[src/rtl/parallel_port_with_handshake_core_macros.svh]
// ---------------------------------------------------------------------------
// parallel_port_with_handshake_core_macros.svh
// assertion macros for the parallel port core rtl
// ---------------------------------------------------------------------------
`ifndef PARALLEL_PORT_WITH_HANDSHAKE_CORE_MACROS_SVH
`define PARALLEL_PORT_WITH_HANDSHAKE_CORE_MACROS_SVH

`ifndef NO_ASSERTIONS

// clocked check, masked while reset is asserted
`define PPH_ASSERT(label, prop) \
    label: assert property (@(posedge i_clk) disable iff (!i_rst_n) prop) \
        else $error("pph assertion failed");

// clocked check that also holds during reset
`define PPH_ASSERT_ALWAYS(label, prop) \
    label: assert property (@(posedge i_clk) prop) \
        else $error("pph assertion failed");

`else

`define PPH_ASSERT(label, prop)
`define PPH_ASSERT_ALWAYS(label, prop)

`endif

`endif

[src/rtl/pph_pkg.sv]
// ---------------------------------------------------------------------------
// pph_pkg
// types and constants for the parallel port with handshake
// ---------------------------------------------------------------------------
`timescale 1ns / 1ps

package pph_pkg;

    // access codes
    typedef enum logic [3:0] {
        ACT_WR_A   = 4'd0,
        ACT_WR_B   = 4'd1,
        ACT_WR_C   = 4'd2,
        ACT_WR_CTL = 4'd3,
        ACT_RD_A   = 4'd4,
        ACT_RD_B   = 4'd5,
        ACT_RD_C   = 4'd6,
        ACT_STROBE = 4'd7,
        ACT_ACK    = 4'd8
    } t_action;

    // group a mode codes
    localparam logic [1:0] MODE_A0 = 2'd0;
    localparam logic [1:0] MODE_A1 = 2'd1;
    localparam logic [1:0] MODE_A2 = 2'd2;

    // mode 2 bit set/reset selectors: handshake enables, port c bit limit
    localparam logic [2:0] SEL_RIE = 3'd4;
    localparam logic [2:0] SEL_WIE = 3'd6;
    localparam logic [2:0] SEL_LIMIT = 3'd3;

    typedef struct packed {
        logic wie;
        logic rie;
        logic obf;
        logic ibf;
        logic rint;
        logic wint;
        logic irq;
    } t_flags;

    localparam t_flags FLAGS_RESET = 7'h10;

    // dir bit: 0 port a, 1 port b, 2 port c low, 3 port c high; 1 = input
    typedef struct packed {
        logic [7:0] latch_a;
        logic [7:0] latch_b;
        logic [7:0] latch_c;
        logic [7:0] strobe_buf;
        logic [1:0] mode_a;
        logic       mode_b;
        logic [3:0] dir;
        t_flags     flags;
    } t_state;

    typedef struct packed {
        logic [7:0] read_data;
        logic       port_a_written;
        logic       port_b_written;
        logic       port_c_low_written;
        logic       port_c_high_written;
        logic       bit_op_written;
        logic       input_full;
        logic       output_full;
        logic [7:0] port_a_value;
        logic [7:0] port_b_value;
        logic [7:0] port_c_value;
    } t_result;

endpackage

[src/rtl/pph_access.sv]
// ---------------------------------------------------------------------------
// pph_access
// next state and result of one port access
// ---------------------------------------------------------------------------
`timescale 1ns / 1ps

module pph_access (
    input  pph_pkg::t_state  i_state,
    input  logic [3:0]       i_action,
    input  logic [7:0]       i_data,
    output pph_pkg::t_state  o_state,
    output pph_pkg::t_result o_result
);
    import pph_pkg::*;

    t_state     s;
    t_result    res;
    logic       m2;
    logic [7:0] c1;
    logic [7:0] d1;
    logic [2:0] sel;
    logic       w_int;
    logic       r_int;

    function automatic logic [7:0] set_c_bit(input logic [7:0] c, input logic [7:0] ctl);
        logic [7:0] m;
        m = 8'b1 << ctl[3:1];
        return ctl[0] ? (c | m) : (c & ~m);
    endfunction

    always_comb begin
        s     = i_state;
        res   = '0;
        m2    = (i_state.mode_a == MODE_A2);
        c1    = i_state.latch_c;
        d1    = i_data;
        sel   = i_data[3:1];
        w_int = i_state.flags.obf & i_state.flags.wie;
        r_int = i_state.flags.ibf & i_state.flags.rie;

        case (t_action'(i_action))
            ACT_WR_A: begin
                if (!i_state.dir[0]) begin
                    s.latch_a = i_data;
                    if (m2) begin
                        s.flags.wint = 1'b0;
                        s.flags.obf  = 1'b0;
                    end
                    res.port_a_written = 1'b1;
                end
            end
            ACT_WR_B: begin
                if (!i_state.dir[1]) begin
                    s.latch_b = i_data;
                    res.port_b_written = 1'b1;
                end
            end
            ACT_WR_C: begin
                // handshake modes always pass the low three bits
                if (i_state.mode_a == MODE_A0) begin
                    if (i_state.mode_b) d1 = {i_data[7:4], i_state.latch_c[3:0]};
                end else begin
                    c1 = {i_state.latch_c[7:3], i_data[2:0]};
                    if (i_state.mode_b) d1 = c1;
                end
                s.latch_c = c1;
                if (!i_state.dir[2] && !i_state.mode_b) begin
                    if (i_state.mode_a == MODE_A0) s.latch_c = {c1[7:4], d1[3:0]};
                    else                           s.latch_c = {c1[7:3], d1[2:0]};
                    res.port_c_low_written = 1'b1;
                end
                if (!i_state.dir[3] && i_state.mode_a == MODE_A0) begin
                    s.latch_c = {d1[7:3], s.latch_c[2:0]};
                    res.port_c_high_written = 1'b1;
                end
            end
            ACT_WR_CTL: begin
                if (i_data[7]) begin
                    s.mode_a  = i_data[6] ? MODE_A2 : {1'b0, i_data[5]};
                    s.mode_b  = i_data[2];
                    s.dir     = {i_data[3], i_data[0], i_data[1], i_data[4]};
                    s.latch_a = '0;
                    s.latch_b = '0;
                    s.latch_c = i_data[6] ? 8'h80 : 8'h00;
                end else begin
                    if (m2) begin
                        if (sel == SEL_RIE)        s.flags.rie = i_data[0];
                        else if (sel == SEL_WIE)   s.flags.wie = i_data[0];
                        else if (sel < SEL_LIMIT)  s.latch_c = set_c_bit(i_state.latch_c, i_data);
                    end else begin
                        s.latch_c = set_c_bit(i_state.latch_c, i_data);
                    end
                    res.bit_op_written = 1'b1;
                end
            end
            ACT_RD_A: begin
                if (m2) begin
                    s.flags.rint = 1'b0;
                    if (i_state.flags.ibf) s.latch_a = i_state.strobe_buf;
                    s.flags.ibf = 1'b0;
                end
                res.read_data = s.latch_a;
            end
            ACT_RD_B: begin
                res.read_data = i_state.latch_b;
            end
            ACT_RD_C: begin
                if (m2) begin
                    s.flags.wint = w_int;
                    s.flags.rint = r_int;
                    s.flags.irq  = w_int | r_int;
                    s.latch_c = {i_state.flags.obf, i_state.flags.wie, i_state.flags.ibf,
                                 i_state.flags.rie, w_int | r_int, i_state.latch_c[2:0]};
                end
                res.read_data = s.latch_c;
            end
            ACT_STROBE: begin
                if (m2) begin
                    s.strobe_buf = i_data;
                    s.flags.ibf  = 1'b1;
                    s.flags.rint = 1'b1;
                end
            end
            ACT_ACK: begin
                if (m2) begin
                    s.flags.obf  = 1'b1;
                    s.flags.wint = 1'b1;
                end
                res.read_data = i_state.latch_a;
            end
            default: begin
            end
        endcase

        res.input_full   = (s.mode_a == MODE_A2) & s.flags.ibf;
        res.output_full  = (s.mode_a == MODE_A2) & s.flags.obf;
        res.port_a_value = s.latch_a;
        res.port_b_value = s.latch_b;
        res.port_c_value = s.latch_c;
    end

    assign o_state  = s;
    assign o_result = res;

endmodule

[src/rtl/parallel_port_with_handshake_core.sv]
// ---------------------------------------------------------------------------
// parallel_port_with_handshake_core
// three-port parallel interface with group a mode-2 handshake flags
// ---------------------------------------------------------------------------
// Each item is one access (host write or read of port a, b, c or control,
// or a peripheral strobe or acknowledge on port a) and returns one result
// item. It is decoded against the port state registers in a single
// combinational pass, the state is updated and the result lands in the
// output register at the same edge, so the block accepts one item per
// clock whenever the output register is empty or is being drained in
// that cycle. Reset puts every port in input mode, clears the latches
// and leaves only the output buffer full flag set.
// ---------------------------------------------------------------------------
`timescale 1ns / 1ps
`include "parallel_port_with_handshake_core_macros.svh"

module parallel_port_with_handshake_core (
    input  logic       i_clk,
    input  logic       i_rst_n,
    // item in
    input  logic       i_in_valid,
    output logic       o_in_ready,
    input  logic [3:0] i_action,
    input  logic [7:0] i_data,
    // item out
    output logic       o_out_valid,
    input  logic       i_out_ready,
    output logic [7:0] o_read_data,
    output logic       o_port_a_written,
    output logic       o_port_b_written,
    output logic       o_port_c_low_written,
    output logic       o_port_c_high_written,
    output logic       o_bit_op_written,
    output logic       o_input_full,
    output logic       o_output_full,
    output logic [7:0] o_port_a_value,
    output logic [7:0] o_port_b_value,
    output logic [7:0] o_port_c_value
);
    import pph_pkg::*;

    // port latches, modes, directions and handshake flags
    t_state  r_state;
    t_state  n_state;
    // result register
    t_result r_result;
    t_result n_result;
    logic    r_out_valid;
    logic    in_fire;

    // the output register frees up in the same cycle it is taken
    assign o_in_ready = !r_out_valid || i_out_ready;
    assign in_fire    = i_in_valid && o_in_ready;

    // single-pass decode of the access
    pph_access u_access (
        .i_state  (r_state),
        .i_action (i_action),
        .i_data   (i_data),
        .o_state  (n_state),
        .o_result (n_result)
    );

    // state only moves when an item is taken
    always_ff @(posedge i_clk) begin
        if (!i_rst_n) begin
            r_state.latch_a    <= '0;
            r_state.latch_b    <= '0;
            r_state.latch_c    <= '0;
            r_state.strobe_buf <= '0;
            r_state.mode_a     <= MODE_A0;
            r_state.mode_b     <= 1'b0;
            r_state.dir        <= 4'hf;
            r_state.flags      <= FLAGS_RESET;
        end else if (in_fire) begin
            r_state <= n_state;
        end
    end

    // result valid flag
    always_ff @(posedge i_clk) begin
        if (!i_rst_n) begin
            r_out_valid <= 1'b0;
        end else if (in_fire) begin
            r_out_valid <= 1'b1;
        end else if (i_out_ready) begin
            r_out_valid <= 1'b0;
        end
    end

    // result payload, no reset needed
    always_ff @(posedge i_clk) begin
        if (in_fire) begin
            r_result <= n_result;
        end
    end

    assign o_out_valid           = r_out_valid;
    assign o_read_data           = r_result.read_data;
    assign o_port_a_written      = r_result.port_a_written;
    assign o_port_b_written      = r_result.port_b_written;
    assign o_port_c_low_written  = r_result.port_c_low_written;
    assign o_port_c_high_written = r_result.port_c_high_written;
    assign o_bit_op_written      = r_result.bit_op_written;
    assign o_input_full          = r_result.input_full;
    assign o_output_full         = r_result.output_full;
    assign o_port_a_value        = r_result.port_a_value;
    assign o_port_b_value        = r_result.port_b_value;
    assign o_port_c_value        = r_result.port_c_value;

    // group a mode code three never occurs
    `PPH_ASSERT(a_mode_a_legal, r_state.mode_a != 2'd3)
    // a pending result reflects the current latches
    `PPH_ASSERT(a_latch_match, o_out_valid |-> (o_port_a_value == r_state.latch_a &&
        o_port_b_value == r_state.latch_b && o_port_c_value == r_state.latch_c))
    // buffer flags shown only in mode 2 and track the flag registers
    `PPH_ASSERT(a_flag_match, o_out_valid |-> (o_input_full ==
        (r_state.mode_a == MODE_A2 && r_state.flags.ibf) && o_output_full ==
        (r_state.mode_a == MODE_A2 && r_state.flags.obf)))
    // one access touches at most one register class
    `PPH_ASSERT(a_write_class, o_out_valid |-> $onehot0({o_port_a_written, o_port_b_written,
        o_port_c_low_written || o_port_c_high_written, o_bit_op_written}))
    // no result pending while in reset
    `PPH_ASSERT_ALWAYS(a_reset_empty, !i_rst_n |=> !o_out_valid)

endmodule

[config.mk]
export PLATFORM = sky130hd
export DESIGN_NAME = parallel_port_with_handshake_core
export DESIGN_NICKNAME = d
export VERILOG_FILES = /design/src/rtl/pph_pkg.sv /design/src/rtl/pph_access.sv /design/src/rtl/parallel_port_with_handshake_core.sv
export VERILOG_INCLUDE_DIRS = /design/src /design/src/rtl
export SDC_FILE = /design/constraint.sdc
export NUM_CORES = 1
export LEC_CHECK = 0
export ABC_CLOCK_PERIOD_IN_PS = 7000
export CORE_MARGIN = 2
export CORE_UTILIZATION = 45
export CTS_CLUSTER_DIAMETER = 150
export DETAILED_ROUTE_END_ITERATION = 10
export DONT_BUFFER_PORTS = 1
export GPL_ROUTABILITY_DRIVEN = 0
export PLACE_DENSITY = 0.6
export SETUP_SLACK_MARGIN = 0.4
export SYNTH_ARGS = -nofsm -noshare
export SYNTH_HDL_FRONTEND = slang
export SYNTH_SLANG_ARGS = --single-unit
export TNS_END_PERCENT = 5
[constraint.sdc]
create_clock -name i_clk -period 7 [get_ports i_clk]
set_input_delay 0.35 -clock i_clk [delete_from_list [all_inputs] [get_ports i_clk]]
set_output_delay 0.35 -clock i_clk [all_outputs]
set_load 0.01 [all_outputs]
* After elaboration in Yosys (flattened, before gate mapping)
Cells that the tools add are included.
** Word-level totals
- Flip-flop bits (word level) :: 83
- Bits of input ports :: 16
- Output and inout bits :: 41
** Operators by class
- $lt $le $gt $ge :: 1
- Eq/ne operators :: 12
- Shift-type cells :: 1
- Muxes and demuxes :: 46
- Bitwise logic cells :: 10
- Reduce and logical (&&, ||, !) cells :: 15
** Operators with widths (count)
- 8-bit 2-to-1 mux :: 15
- 8-bit case mux with 3 select lines :: 2
- 8-bit case mux with 4 select lines :: 1
- 4-bit by 3-bit == test with 1-bit output, second input constant :: 4
- 16-bit 2-to-1 mux :: 1
- 8-bit case mux with 2 select lines :: 1
- 1-bit 2-to-1 mux :: 13
- 4-bit 2-to-1 mux :: 3
- 2-bit 2-to-1 mux :: 5
- 9-bit 2-to-1 mux :: 1
- 8-bit AND :: 1
- 4-bit by 2-bit == test with 1-bit output, second input constant :: 2
- 8-bit inverter :: 1
- 8-bit OR :: 1
- 1-bit by 3-bit << shifter with 8-bit output, first input constant :: 1
- 7-bit 2-to-1 mux :: 1
- 3-bit == test, second input constant :: 2
- 3-bit AND reduction :: 2
- 6-bit AND reduction :: 1
- 5-bit AND reduction :: 1
- 1-bit AND :: 4
- 2-bit == test, second input constant :: 2
- 4-bit by 1-bit == test with 1-bit output, second input constant :: 1
- 4-bit == test, second input constant :: 1
- 11 further kinds :: 18

* Depth between registers and ports, before layout
- Depth after elaboration :: 10
- Depth in mapped cells :: 7

* Cells and area by module
A second synthesis with hierarchy kept.
** Second synthesis, totals
- Cells, all modules :: 501
- Area total of the unflattened synthesis :: 4824.6 um2
** By module, submodules not included
- parallel_port_with_handshake_core :: instances 1, cells an instance 244, area each 3061.7 um2
- pph_access :: instances 1, cells an instance 257, area each 1762.9 um2

* Worst setup path after synthesis
No wires, ideal clock.
- Path type :: input to register
- Start :: input port i_out_ready
- End :: register r_result, in the netlist o_bit_op_written (enable)
- Data arrival time :: 2.417 ns
- Data required time :: 6.582 ns
- Path slack :: 4.165 ns
- Cell stages on the path :: 5
- Path buffers :: 2
- Cell sequence :: nand2b_1 -> nand2_1 -> clkinv_1 -> clkbuf_1 -> clkbuf_1
** Between the ends
- Word-level cells in the longest chain between the ends :: 2
** Ends and longest elaborated chain
- start, declared :: RTL line parallel_port_with_handshake_core.sv:27 : input logic i_out_ready,
- 1-bit logical OR :: RTL line parallel_port_with_handshake_core.sv:52 : assign o_in_ready = !r_out_valid || i_out_ready;
- 1-bit logical AND :: RTL line parallel_port_with_handshake_core.sv:53 : assign in_fire = i_in_valid && o_in_ready;
- net in_fire :: RTL line parallel_port_with_handshake_core.sv:49 : logic in_fire;
- end signal, assigned :: RTL line parallel_port_with_handshake_core.sv:94 : r_result <= n_result;
- end, declared :: RTL line parallel_port_with_handshake_core.sv:46 : t_result r_result;
The timed path passes the listed nets, and every way through them passes these cells.
A chain may end at the register's enable or synchronous reset.

* Final worst setup path
- Start :: register r_state[13] (netlist bit)
- End :: register r_state[42] (netlist bit)
** Between the ends
- Word-level cells in the longest chain between the ends :: 3
** Ends and longest elaborated chain
- start, declared :: RTL line parallel_port_with_handshake_core.sv:43 : t_state r_state;
- start signal, assigned :: RTL line parallel_port_with_handshake_core.sv:76 : r_state <= n_state;
- 2-bit == test :: RTL line pph_access.sv:34 : m2 = (i_state.mode_a == MODE_A2);
- 8-bit 2-to-1 mux :: RTL line pph_access.sv:97 : if (m2) begin
- 8-bit case mux with 3 select lines :: RTL line pph_access.sv:41 : case (t_action'(i_action))
No other way between the ends.

==> impl_metrics.csv <==
group,metric,value,unit
drt,wire_per_inst,20.6,microns
worst_setup_path,critical_path.startpoint_type,"flop",
run,maxCapViolations,0,
die,io_pins,57,
timing,setup_viol_count_final,0,
cts,hold_buffers,0,
worst_setup_path,crit_type,"flop to flop",
timing,rsz0062_at_grt,"no",
die,row_count,34,
worst_setup_path,required,7.28,ns
timing,slew_headroom,41.0,%
drt,ant_nets,0,
placement,io_buffers,0,
cts,clk_pin_slew,0.08,ns
synthesis,synth_flop_cell,"dfxtp_1",
timing,setup_slack,4.33,ns
synthesis,synth_cells,420,
timing,hold_viol_final,0,
worst_setup_path,r2r-start,"r_state[13]",
worst_setup_path,crit_fanout,13,
worst_hold_path,min_from,"i_rst_n",
drt,dr.pass1.iters,5,
synthesis,synth_seq_cells,83,
synthesis,synth_edf_count,39,
pwr,power_density,212,mW/mm^2
drt,via_count,3268,
placement,place_hpwl,7070,microns
cts,cts_tree,"done",
synthesis,syn-cell-area,0.00409,sq mm
cts,postCtsSetupRepairBufs,0,
synthesis,ys_warn_count,0,
worst_setup_path,worstSetupEndpointType,"flop",
grt,antenna_found_initial,0,
final_layout,final_cell_mix,"54 x nand2_1, 44 x dfxtp_1, 39 x edfxtp_1, 27 x o21ai_0, 26 x mux2i_1",
grt,grt_pass1_vias,3088,
cts,cts_buffers,9,
timing,finalMaxSlewViolations,0,
die,die_h,99.4,microns
worst_setup_path,crit_start,"r_state[13]",
grt,globalRouteTotalUtil,21.9,%
worst_setup_path,crit_arrival,2.95,ns
final_layout,n_antenna_cell,0,
cts,cts_resized,0,
timing,fin_crit_sh,38.1,%
placement,dpl_worst_slack,4.35,ns
final_layout,area_growth,3.98,%
cts,clk_path_buf_depth,2,
die,start_util,46.7,%
cts,cts_max_level,3,
synthesis,synth_cell_type_count,55,
pwr,vdd_drop_max,98.4,uV
grt,overflow,0,
outcome,outcome,"completed",
timing,max_freq,375,MHz
synthesis,synth.avg_cell_area,9.74,sq um
cts,clock-root-buffer,"clkbuf_8",
synthesis,synthArstFlopShare,0,%
timing,fin_crit,2.67,ns
timing,worst_pin_slew,0.884,ns
die,die_w,99.4,microns
drt,drtIter0Drc,257,
die,floorplan.core_area,0.00876,sq mm
cts,cts_sinks,83,
final_layout,final_common_cell,"nand2_1",
die,die_area,0.00987,sq mm
drt,drt-total-wl,10600,microns
grt,grt_pass1_wl,16800,microns
pwr,p_leak,1.54,nW
timing,final.setup.tns,0,ns
cts,clock_latency,0.36,ns
drt,viasPerCell,6.36,
drt,drc,0,
synthesis,synth_fp_nets,436,
timing,skew,0.00957,ns
grt,grt_max_degree,46,
final_layout,drive_gt1_share,6.65,%
final_layout,nets,417,
synthesis,ys_seq_area_share,50.2,%
worst_hold_path,hp-class,"input pin to flop",
power by group:
group / total (W) / internal, W / leakage, nW / switching, W
logic: 0.0000552 / 0.0000203 / 0.711 / 0.0000349
clock network: 0.000297 / 0.000127 / 0.0791 / 0.000170
registers: 0.000548 / 0.000530 / 0.751 / 0.0000182
path summary, 6_finish.rpt:
check | endpoint | slack (ns) | cells after the start
max | r_state[42] | 4.33 | 5
min | r_state[8] | 0.08 | 1
max reg2reg | r_state[42] | 4.33 | 5
min reg2reg | r_state[6] | 0.51 | 2
worst max-delay path, cell delays in order (launching register included):
cell	delay (ns)
dfxtp_1	0.43
nor2b_1	0.74
nand2_1	0.48
nor2_2	0.51
a22oi_1	0.21
a31oi_1	0.23
per-layer routing:
metal  up-vias  wire length (microns)  track usage, %
met3        17                    471            4.64
met5         -                      0               0
met4         0                    183            7.27
met1      1611                   4790            30.4
met2       119                   5130            34.4
li1       1521                      -               -
kinds of logic (layout without fill, tap and decap cells):
family | Yosys count | count (layout) | share of synthesized area [%]
muxes | 26 | 26 | 6.36
buffers and inverters | 44 | 30 | 4.65
DFF | 83 | 83 | 50.2
AOI/OAI and AO/OA | 121 | 121 | 20.6
and+or+nand+nor | 146 | 146 | 18.2
synthesized netlist by cell type (4+ instances only):
master | instances | area (sq um)
a22o_1 | 5 | 43.8
nor3_1 | 6 | 30.0
a22oi_1 | 22 | 165
buf_2 | 10 | 50.1
nand3_1 | 6 | 30.0
o2bb2ai_1 | 4 | 35.0
and3_1 | 6 | 37.5
o2111ai_1 | 4 | 35.0
nand2b_1 | 5 | 31.3
o22ai_1 | 6 | 37.5
dfxtp_1 | 44 | 881
inv_1 | 12 | 45.0
a31oi_1 | 8 | 50.1
edfxtp_1 | 39 | 1170
mux2i_1 | 26 | 260
a21boi_0 | 4 | 30.0
nand4_1 | 4 | 25.0
and2_1 | 4 | 25.0
clkbuf_1 | 18 | 67.6
o211ai_1 | 5 | 37.5
a21oi_1 | 9 | 45.0
o21ai_0 | 27 | 135
nor2_1 | 25 | 93.8
nor2b_1 | 19 | 119
a221oi_1 | 5 | 43.8
nand2_1 | 54 | 203
registers in the layout, summed over array words and instances, names as in the netlist:
register,cells
o_out_valid,1
o_port_a_value,8
o_output_full,1
o_bit_op_written,1
o_input_full,1
o_port_a_written,1
o_port_b_written,1
r_state,43
o_port_c_low_written,1
o_read_data,8
o_port_b_value,8
o_port_c_high_written,1
o_port_c_value,8
per-stage QoR:
step / total power, W / hold WS (ns) / cells / instance area, sq um / util, %
4_1_cts: 0.000908 / 0.0569 / 514 / 4250 / 48.5
6_report: 0.000900 / 0.0755 / 514 / 4250 / 48.5
3_5_place_dp: 0.000614 / 0.425 / 498 / 4090 / 46.7
5_1_grt: 0.000941 / 0.0564 / 514 / 4250 / 48.5
3_3_place_gp: 0.000612 / 0.422 / 498 / 4090 / 46.7
2_1_floorplan: 0.000610 / 0.452 / 420 / 4090 / -
layout make-up:
cell class / instances / area (sq um)
inverters: 13 / 48.8
multi-input cells: 293 / 1850
repair buffers: 1 / 7.51
clock inverters: 5 / 30.0
flip-flops and latches: 83 / 2050
clock buffers: 11 / 131
well taps: 108 / 135
fillers: 820 / 4510
Power figures use the tool's default switching activity.
